### config.mk
export PLATFORM = sky130hd
export DESIGN_NAME = hit_ram
export DESIGN_NICKNAME = d
export VERILOG_FILES = /design/src/rtl/hit_ram.sv
export SDC_FILE = /design/constraint.sdc
export NUM_CORES = 2
export LEC_CHECK = 0
export BUFFER_PORTS_ARGS = -buffer_cell sky130_fd_sc_hd__buf_2
export CORE_MARGIN = 2
export CORE_UTILIZATION = 62
export CTS_CLUSTER_SIZE = 12
export DETAILED_ROUTE_END_ITERATION = 7
export PLACE_DENSITY = 0.78
export REMOVE_ABC_BUFFERS = 1
export SYNTH_ARGS = -nofsm -noshare
export SYNTH_HDL_FRONTEND = slang
export SYNTH_SLANG_ARGS = --single-unit
### constraint.sdc
create_clock -name aclk -period 4.3 [get_ports aclk]
set_input_delay 0.215 -clock aclk [delete_from_list [all_inputs] [get_ports aclk]]
set_output_delay 0.215 -clock aclk [all_outputs]
set_load 0.005 [all_outputs]
### src/rtl/hit_ram.sv
module hit_ram #(
    parameter int unsigned WIDTH = 8,
    parameter int unsigned DEPTH = 256
) (
    input  logic                     aclk,
    input  logic                     wr_en,
    input  logic [$clog2(DEPTH)-1:0] wr_addr,
    input  logic [WIDTH-1:0]         wr_data,
    input  logic [$clog2(DEPTH)-1:0] rd_addr,
    output logic [WIDTH-1:0]         rd_data
);

    logic [WIDTH-1:0] mem_reg [DEPTH];
    logic [WIDTH-1:0] rd_data_reg;

    // One write port and one registered read port.
    always_ff @(posedge aclk) begin
        if (wr_en) begin
            mem_reg[wr_addr] <= wr_data;
        end
        rd_data_reg <= mem_reg[rd_addr];
    end

    assign rd_data = rd_data_reg;

endmodule

==> flow_summary.ini <==
[floorplanning]
num_io_pins = 34
start_util_pct = 62.4
rows = 131
die_h_um = 362
die-area_um2 = 131000
die_width_um = 362
core_area_um2 = 128000

[pwr]
powerDensity_nw_per_um2 = 455
ir_worst_vdd_uv = 446
cellLeakagePower_nw = 26.8

[drt]
drc = 0
via_per_inst = 7.09
wl_per_cell_um = 34.4
wirelength_um = 193000
vias = 39911
drtIter0Drc = 6400
ant_nets = 0
firstDrtPassIters = 6

[global_route]
grt_pass1_wl_um = 279000
antenna_found_initial = 7
grt_max_degree = 162
gr-total-overflow = 0
grt_pass1_vias = 39851
grt_usage_pct = 29.9

[synth]
syn-cell-area_um2 = 79600
synth_top_area_share_pct = 77.3
ys_async_sr_fraction_pct = 0
ys_warn_count = 0
synth.distinct_cells = 55
syn_area_per_cell_um2 = 21.3
synth_cells = 3733
synth_edf_count = 2048
synthTopCellsByCount = edfxtp_1 (2048), mux4_2 (454), nor2_1 (282), mux2i_1 (134), a22oi_1 (133)
synth_most_common_cell = edfxtp_1
yosysSeqAreaShare_pct = 77.5
ys_ff_latch = 2056
synth_top_flop_cell = edfxtp_1
synth.area.top_cells = edfxtp_1 (77%), mux4_2 (13%), mux2i_1 (1.7%)
synth_top_cell_by_area = edfxtp_1

[worst_setup_path]
critPathSlowestCell = nor4_1
critical-path-max-stage-delay_ns = 0.68
cpMostUsedCell = buf_12
rr_worst_depth = 6
worst_ep_required_time_ns = 4.97
r2r-end = rd_data[5]
r2r-start = mem_reg[83][5]
cp-end-kind = register
cp_cell_sequence = buf_8, buf_12, buf_12, buf_12, mux4_2, nor2b_1, a211oi_1, nor3_1, nor4_1, buf_4, nor4_2
cp-start-kind = primary input
critical_path_class = primary input to register
r2r_setup_slack_ns = 1.43
cp_max_fo = 36
critPathArrivalTime_ns = 3.55

[sta]
rsz0062_at_grt = no
slew_headroom_pct = 19.8
tns_ns = 0
setup_viol = 0
period_needed_ns = 2.88
drv_slew = 0
holdWs_ns = 0.00956
max_freq_mhz = 347
fin_crit_sh_pct = 67.0
skew_ns = 0.0309
hold_viol = 0
worst_pin_slew_ns = 1.20

[outcome]
status = finished clean

[hold_path]
hold_start = wr_data[6]
whs_path_depth = 1
holdCritPathClass = primary input to register
whs_endpoint = mem_reg[178][6]

[cts]
postCtsSetupBuffers = 0
cts_tree = done
cts_hold_buf = 0
cts.sinks = 2056
cts_resized = 0
htree_levels = 4
clockBufferDepth = 3
cts.clk_slew.worst_paths_ns = 0.06
cts_made_buffers = 198
clkLatencyLatePin_ns = 0.82
cts_root_buffer = clkbuf_16

[final_layout]
syn_to_final_growth_pct = 9.70
stdcell_area_um2 = 87300
largest_register_ffs = 2048
nNetsFinal = 3889
drive_gt1_share_pct = 21.7

[place]
hpwlAfterDp_um = 114000
portBuffers = 33
placed_cell_area_um2 = 81700
gp_congestion = 0.858

[job]
maxCapViolCount = 0
worst max path at each step:
stage	start	to	slack [ns]	depth (start not counted)
3_3_place_gp	rd_addr[0]	rd_data[2]	0.60	11
4_1_cts	mem_reg[83][5]	rd_data[5]	1.45	6
2_1_floorplan	rd_addr[2]	rd_data[6]	1.68	6
6_report	rd_addr[0]	rd_data[2]	1.42	11
3_5_place_dp	rd_addr[0]	rd_data[2]	0.60	11
5_1_grt	rd_addr[0]	rd_data[0]	1.36	11
logic make-up after synthesis:
family,synth area share [%]
AO/OA/AOI/OAI,3.42
buffers and inverters,1.83
flip-flops,77.5
multiplexers,14.6
AND/OR/NAND/NOR,2.63
worst max-delay path: cells and delay by family:
kind	cells	cell delay [ns]
compound gates	1	0.38
buf+inv	5	1.37
mux	1	0.55
simple gates	4	0.98
power by group:
group | total (W) | internal (W) | switching [W]
clock | 0.0156 | 0.00863 | 0.00700
combinational | 0.00196 | 0.000671 | 0.00129
sequential | 0.0221 | 0.0221 | 0.0000457
total | 0.0397 | 0.0314 | 0.00833
metrics by stage:
step           setup WS [ns]  utilization, %  total power (W)  std cells
2_1_floorplan           1.68               -           0.0233       3500
3_3_place_gp           0.601            64.0           0.0244       5325
3_5_place_dp           0.600            64.0           0.0245       5325
4_1_cts                 1.45            68.4           0.0398       5628
5_1_grt                 1.36            68.4           0.0406       5628
6_report                1.42            68.4           0.0397       5630
layout make-up:
class,instances,area [um2]
flip-flops and latches,2056,61700
fillers,7467,40200
multi-input cells,1442,16500
clock buffers,270,5350
well taps,1662,2080
repair buffers,163,1450
clock inverters,33,246
inverters,2,7.51
diodes,2,5.00
metal layers:
metal	track usage (%)	routed length, um	up-vias
met4	11.6	7690	8
li1	-	-	15881
met2	47.1	93500	2937
met5	0	100	-
met1	41.2	68200	20611
met3	7.25	23800	474
placed cells by master, fill, tap and decap left out, drive strengths merged, types with 34 or more instances in the layout:
cell	count
o221ai	47
clkbuf	278
mux2i	134
edfxtp	2048
a22oi	133
mux4	456
nand3	34
buf	155
nor2	282
a21oi	96
Note: power is estimated with default switching activity, not from simulation.
