--- config.mk ---
export PLATFORM = sky130hd
export DESIGN_NAME = hit_div
export DESIGN_NICKNAME = d
export VERILOG_FILES = /design/src/rtl/hit_pkg.sv /design/src/rtl/hit_div.sv
export SDC_FILE = /design/constraint.sdc
export NUM_CORES = 1
export LEC_CHECK = 0
export ABC_AREA = 1
export BUFFER_PORTS_ARGS = -buffer_cell sky130_fd_sc_hd__buf_2
export CORE_MARGIN = 4
export CORE_UTILIZATION = 54
export CTS_CLUSTER_SIZE = 40
export DETAILED_ROUTE_END_ITERATION = 6
export PLACE_DENSITY = 0.75
export REMOVE_ABC_BUFFERS = 1
export SLEW_MARGIN = 20
export SYNTH_ARGS = -nofsm -noshare
export SYNTH_HDL_FRONTEND = slang
export SYNTH_SLANG_ARGS = --single-unit
--- constraint.sdc ---
create_clock -name aclk -period 3.41 [get_ports aclk]
set_input_delay 0.682 -clock aclk [delete_from_list [all_inputs] [get_ports aclk]]
set_output_delay 0.682 -clock aclk [all_outputs]
set_load 0.05 [all_outputs]
--- src/rtl/hit_pkg.sv ---
package hit_pkg;

    // Grey levels and histogram geometry.
    localparam int unsigned LEVELS      = 256;
    localparam int unsigned LEVEL_W     = 8;
    localparam int unsigned BIN_W       = 21;
    localparam logic [BIN_W-1:0] BIN_MAX = {BIN_W{1'b1}};

    // Sums over all bins: 256 bins of 21 bits, weighted by an 8-bit level.
    localparam int unsigned CNT_W       = BIN_W + LEVEL_W;
    localparam int unsigned SUM_W       = BIN_W + 2 * LEVEL_W;

    // Defaults of the top-level parameters.
    localparam int unsigned DEF_MAX_PASSES = 256;

    // Request from the sequencer to the shared divider.
    typedef struct packed {
        logic             start;
        logic [SUM_W-1:0] dividend;
        logic [CNT_W-1:0] divisor;
    } div_req_t;

    // Answer of the shared divider.
    typedef struct packed {
        logic               done;
        logic [LEVEL_W-1:0] quotient;
    } div_rsp_t;

endpackage

--- src/rtl/hit_div.sv ---
module hit_div (
    input  logic              aclk,
    input  logic              aresetn,
    input  hit_pkg::div_req_t req,
    output hit_pkg::div_rsp_t rsp
);
    import hit_pkg::*;

    localparam int unsigned STEP_W = $clog2(LEVEL_W);

    // The quotient is a mean grey level and so fits in eight bits; the
    // restoring divider therefore needs only eight steps.
    logic [STEP_W-1:0]  step_reg, step_next;
    logic               busy_reg, busy_next;
    logic               done_reg, done_next;
    logic [SUM_W-1:0]   rem_reg, rem_next;
    logic [CNT_W-1:0]   dvs_reg, dvs_next;
    logic [LEVEL_W-1:0] quo_reg, quo_next;
    logic [SUM_W:0]     trial;

    always_comb begin
        busy_next = busy_reg;
        done_next = 1'b0;
        step_next = step_reg;
        rem_next  = rem_reg;
        dvs_next  = dvs_reg;
        quo_next  = quo_reg;
        trial     = {1'b0, rem_reg} -
                    ({{(SUM_W+1-CNT_W){1'b0}}, dvs_reg} << step_reg);
        if (req.start) begin
            busy_next = 1'b1;
            step_next = STEP_W'(LEVEL_W - 1);
            rem_next  = req.dividend;
            dvs_next  = req.divisor;
            quo_next  = '0;
        end else if (busy_reg) begin
            // One quotient bit a cycle, most significant first.
            if (!trial[SUM_W]) begin
                rem_next = trial[SUM_W-1:0];
            end
            quo_next = {quo_reg[LEVEL_W-2:0], ~trial[SUM_W]};
            if (step_reg == '0) begin
                busy_next = 1'b0;
                done_next = 1'b1;
            end else begin
                step_next = step_reg - 1'b1;
            end
        end
    end

    always_ff @(posedge aclk) begin
        if (!aresetn) begin
            busy_reg <= 1'b0;
            done_reg <= 1'b0;
        end else begin
            busy_reg <= busy_next;
            done_reg <= done_next;
        end
        step_reg <= step_next;
        rem_reg  <= rem_next;
        dvs_reg  <= dvs_next;
        quo_reg  <= quo_next;
    end

    assign rsp.done     = done_reg;
    assign rsp.quotient = quo_reg;

endmodule

==> results.toml <==
[yosys]
synthCells = 1026
synthArstFlopShare = 0
synth_top_area_share = 0.2985
synth_area_mm2 = 0.006640
synth_area_leaders = "edfxtp_1 (30%), nand2_1 (25%), ha_1 (7.2%)"
yosysUniqueCellTypes = 39
ys_seq_area_frac = 0.3377
synth_flop_cell = "edfxtp_1"
synth_edf_count = 66
yosys.cell_count.top_type = "nand2_1"
netlist.top_cell.by_area = "edfxtp_1"
syn_avg_cell_area_um2 = 6.472
ys_seq_elements = 79
synthTopCellsByCount = "nand2_1 (442), inv_1 (121), nor2_1 (74)"
yosysWarningCount = 0

[floorplanning]
die_h_um = 118.9
die_w_um = 118.9
initial_utilization = 0.5528
coreArea_mm2 = 0.01201
rows = 40
die-area_mm2 = 0.01413
io-pin-count = 78

[power_and_ir_drop]
p_leak_nw = 3.920
power_mw = 4.906
comb_power_share = 0.533
p_clk_frac = 0.185
power_frac_seq = 0.282
p_sw_frac = 0.4466
ir_drop_mv = 0.3205
internal-power_mw = 2.715
power.switching_mw = 2.191
power_density_mw_per_mm2 = 653.1

[worst_setup_path]
critPathArrivalTime_ps = 3190
crit_path_frequent_cell = "nand2_1"
r2r-start = "step_reg[1]$_SDFFE_PP1P_"
cp_top_family = "simple AND/OR/NAND/NOR gates"
end_kind = "flip-flop"
critical_path_class = "flip-flop to flip-flop"
cpMaxStageDelayCell = "dfxtp_1"
worst-path-buf-inv = 4
critPathLaunchType = "flip-flop"
worstPathRequired_ps = 3450
worstRegToRegCells = 14
r2r_end = "rem_reg[30]$_DFFE_PP_"
max_stage_delay_ps = 370
rrSetupSlack_ps = 260
critPathMaxFanout = 28
cp_cell_sequence = "clkinvlp_4 > buf_4 > nor3_1 > nand2_1 > ha_1 > inv_1 > nor3_1 > nand2_1 > nor2_2 > nand4_1 > nand3_1 > nand2_1 > nand2_1 > buf_12"

[placed_design]
placed_area_mm2 = 0.007194
numPortBuffers = 77
dp_hpwl_um = 13220
gp_congestion = 0.9806
dpl.cell_count = 1232

[run_status]
status = "complete, no violations"

[sta]
timing.final.crit_share = 0.9237
hold_viol = 0
worst_pin_slew_ps = 711.0
slew_viol_final = 0
skew_ps = 9.959
fmax_mhz = 317.5
fin_crit_ps = 3150
rsz0062_at_grt = "no"
finalSetupViolCount = 0
slew_headroom = 0.5255

[final_layout]
utilization = 0.6253
diodes = 0
largest_reg_flops = 37
area_growth_pct = 13.11
nets = 1208
postLayoutCellArea_mm2 = 0.007511
final_cells = 1252
drive_gt1_frac = 0.1348

[cts]
clock-sinks = 79
clk_pin_slew_worst_paths_ps = 60
root_buffer = "clkbuf_16"
worstSkewPairLatency_ps = 350
hold_buffers = 0
cts_tree = "done"
htreeDepth = 3
cts_max_path_buffers = 2
cts-buffers-inserted = 9

[global_route]
grt_max_degree = 45
grt_pass1_wl_um = 27620
gr-usage-all-layers = 0.2430
antenna_found_initial = 0
grt-ovfl-total = 0
grt_pass1_vias = 5857

[worst_hold_path]
min_to = "quo_reg[3]$_SDFFE_PP0P_"
min_path_type = "flip-flop to flip-flop"
hold_path_depth = 2
min_from = "quo_reg[2]$_SDFFE_PP0P_"

[drt]
detail_route.wl_per_cell_um = 13.32
vias = 6403
dr.pass1.iters = 6
wl_um = 16680
drc = 0
viasPerCell = 5.114
drt_iter0_drc = 429
ant_nets = 0

[job]
max-cap-violations = 0
[worst max path at each step]
stage | end | start | slack [ps] | cells after the start
5_1_grt | rem_reg[28]$_DFFE_PP_ | step_reg[0]$_SDFFE_PP1P_ | 4 | 22
3_5_place_dp | rem_reg[16]$_DFFE_PP_ | step_reg[0]$_SDFFE_PP1P_ | 260 | 20
4_1_cts | rem_reg[0]$_DFFE_PP_ | step_reg[0]$_SDFFE_PP1P_ | 250 | 18
2_1_floorplan | rem_reg[0]$_DFFE_PP_ | step_reg[2]$_SDFFE_PP1P_ | -540 | 11
6_report | rem_reg[30]$_DFFE_PP_ | step_reg[1]$_SDFFE_PP1P_ | 260 | 14
3_3_place_gp | rem_reg[6]$_DFFE_PP_ | step_reg[0]$_SDFFE_PP1P_ | 330 | 20
[metrics by stage]
step	hold WS (ps)	setup slack (ps)	TNS, ps
after floorplan	541.4	-541.0	-20020
after global placement	492.6	333.5	0
after detailed placement	495.1	263.4	0
after CTS	499.5	246.2	0
after global routing	501.8	4.122	0
final	506.8	260.3	0
[power groups by stage]
stage | logic [mW] | registers, mW | clock network [mW]
6_report | 2.61 | 1.38 | 0.909
5_1_grt | 2.98 | 1.39 | 0.960
4_1_cts | 2.55 | 1.38 | 0.919
3_5_place_dp | 2.54 | 1.39 | 0
3_3_place_gp | 2.51 | 1.39 | 0
2_1_floorplan | 1.93 | 1.39 | 0
[worst reg2reg max path: cells and delay by family, from the launching register on]
family	cells	cell delay (ps)
flops	1	370
buf+inv	4	670
fa+ha+maj	1	360
simple gates	9	1430
[logic make-up after synthesis]
logic type	Yosys count	synth area share
flip-flops	79	0.3377
multiplexers	2	0.003015
AND/OR/NAND/NOR	622	0.3861
XOR/XNOR	12	0.01583
AO/OA/AOI/OAI	119	0.09327
adder cells (fa/ha/maj)	39	0.07462
buffers and inverters	153	0.08950
[cell usage in the layout, fill, tap and decap left out, types with 3 or more instances in the layout]
cell	n
inv_4	3
clkinv_2	3
o21ai_0	70
nand3b_1	5
buf_2	76
a21oi_1	32
buf_4	14
nand2_2	12
edfxtp_1	66
ha_1	38
nand2_1	442
xnor2_1	11
nor2_1	73
clkbuf_16	9
or2_2	4
nand3_2	6
nor2_2	11
dfxtp_1	13
o21ai_1	6
inv_1	120
nor3_1	10
nand3_1	51
o21bai_1	4
[layout make-up]
| cell class | instances | area, µm² |
|---|---|---|
| fillers | 1179 | 4501 |
| clock inverters | 7 | 45.04 |
| clock buffers | 9 | 225.2 |
| multi-input cells | 794 | 3810 |
| flip-flops and latches | 79 | 2242 |
| well taps | 147 | 183.9 |
| repair buffers | 93 | 536.8 |
| inverters | 123 | 467.9 |
[timing repair]
action,4_1_cts,5_1_grt
setup endpoints to repair,0,37
hold endpoints to repair,0,0
gates resized for setup,0,7
buffers inserted,0,4
[per-layer routing]
metal	global-route usage	wire, µm
met5	0	0
met4	0.07458	281
met3	0.03846	1250
met2	0.3652	7133
met1	0.3597	8010
No activity file was read; power rests on OpenSTA's default activity.
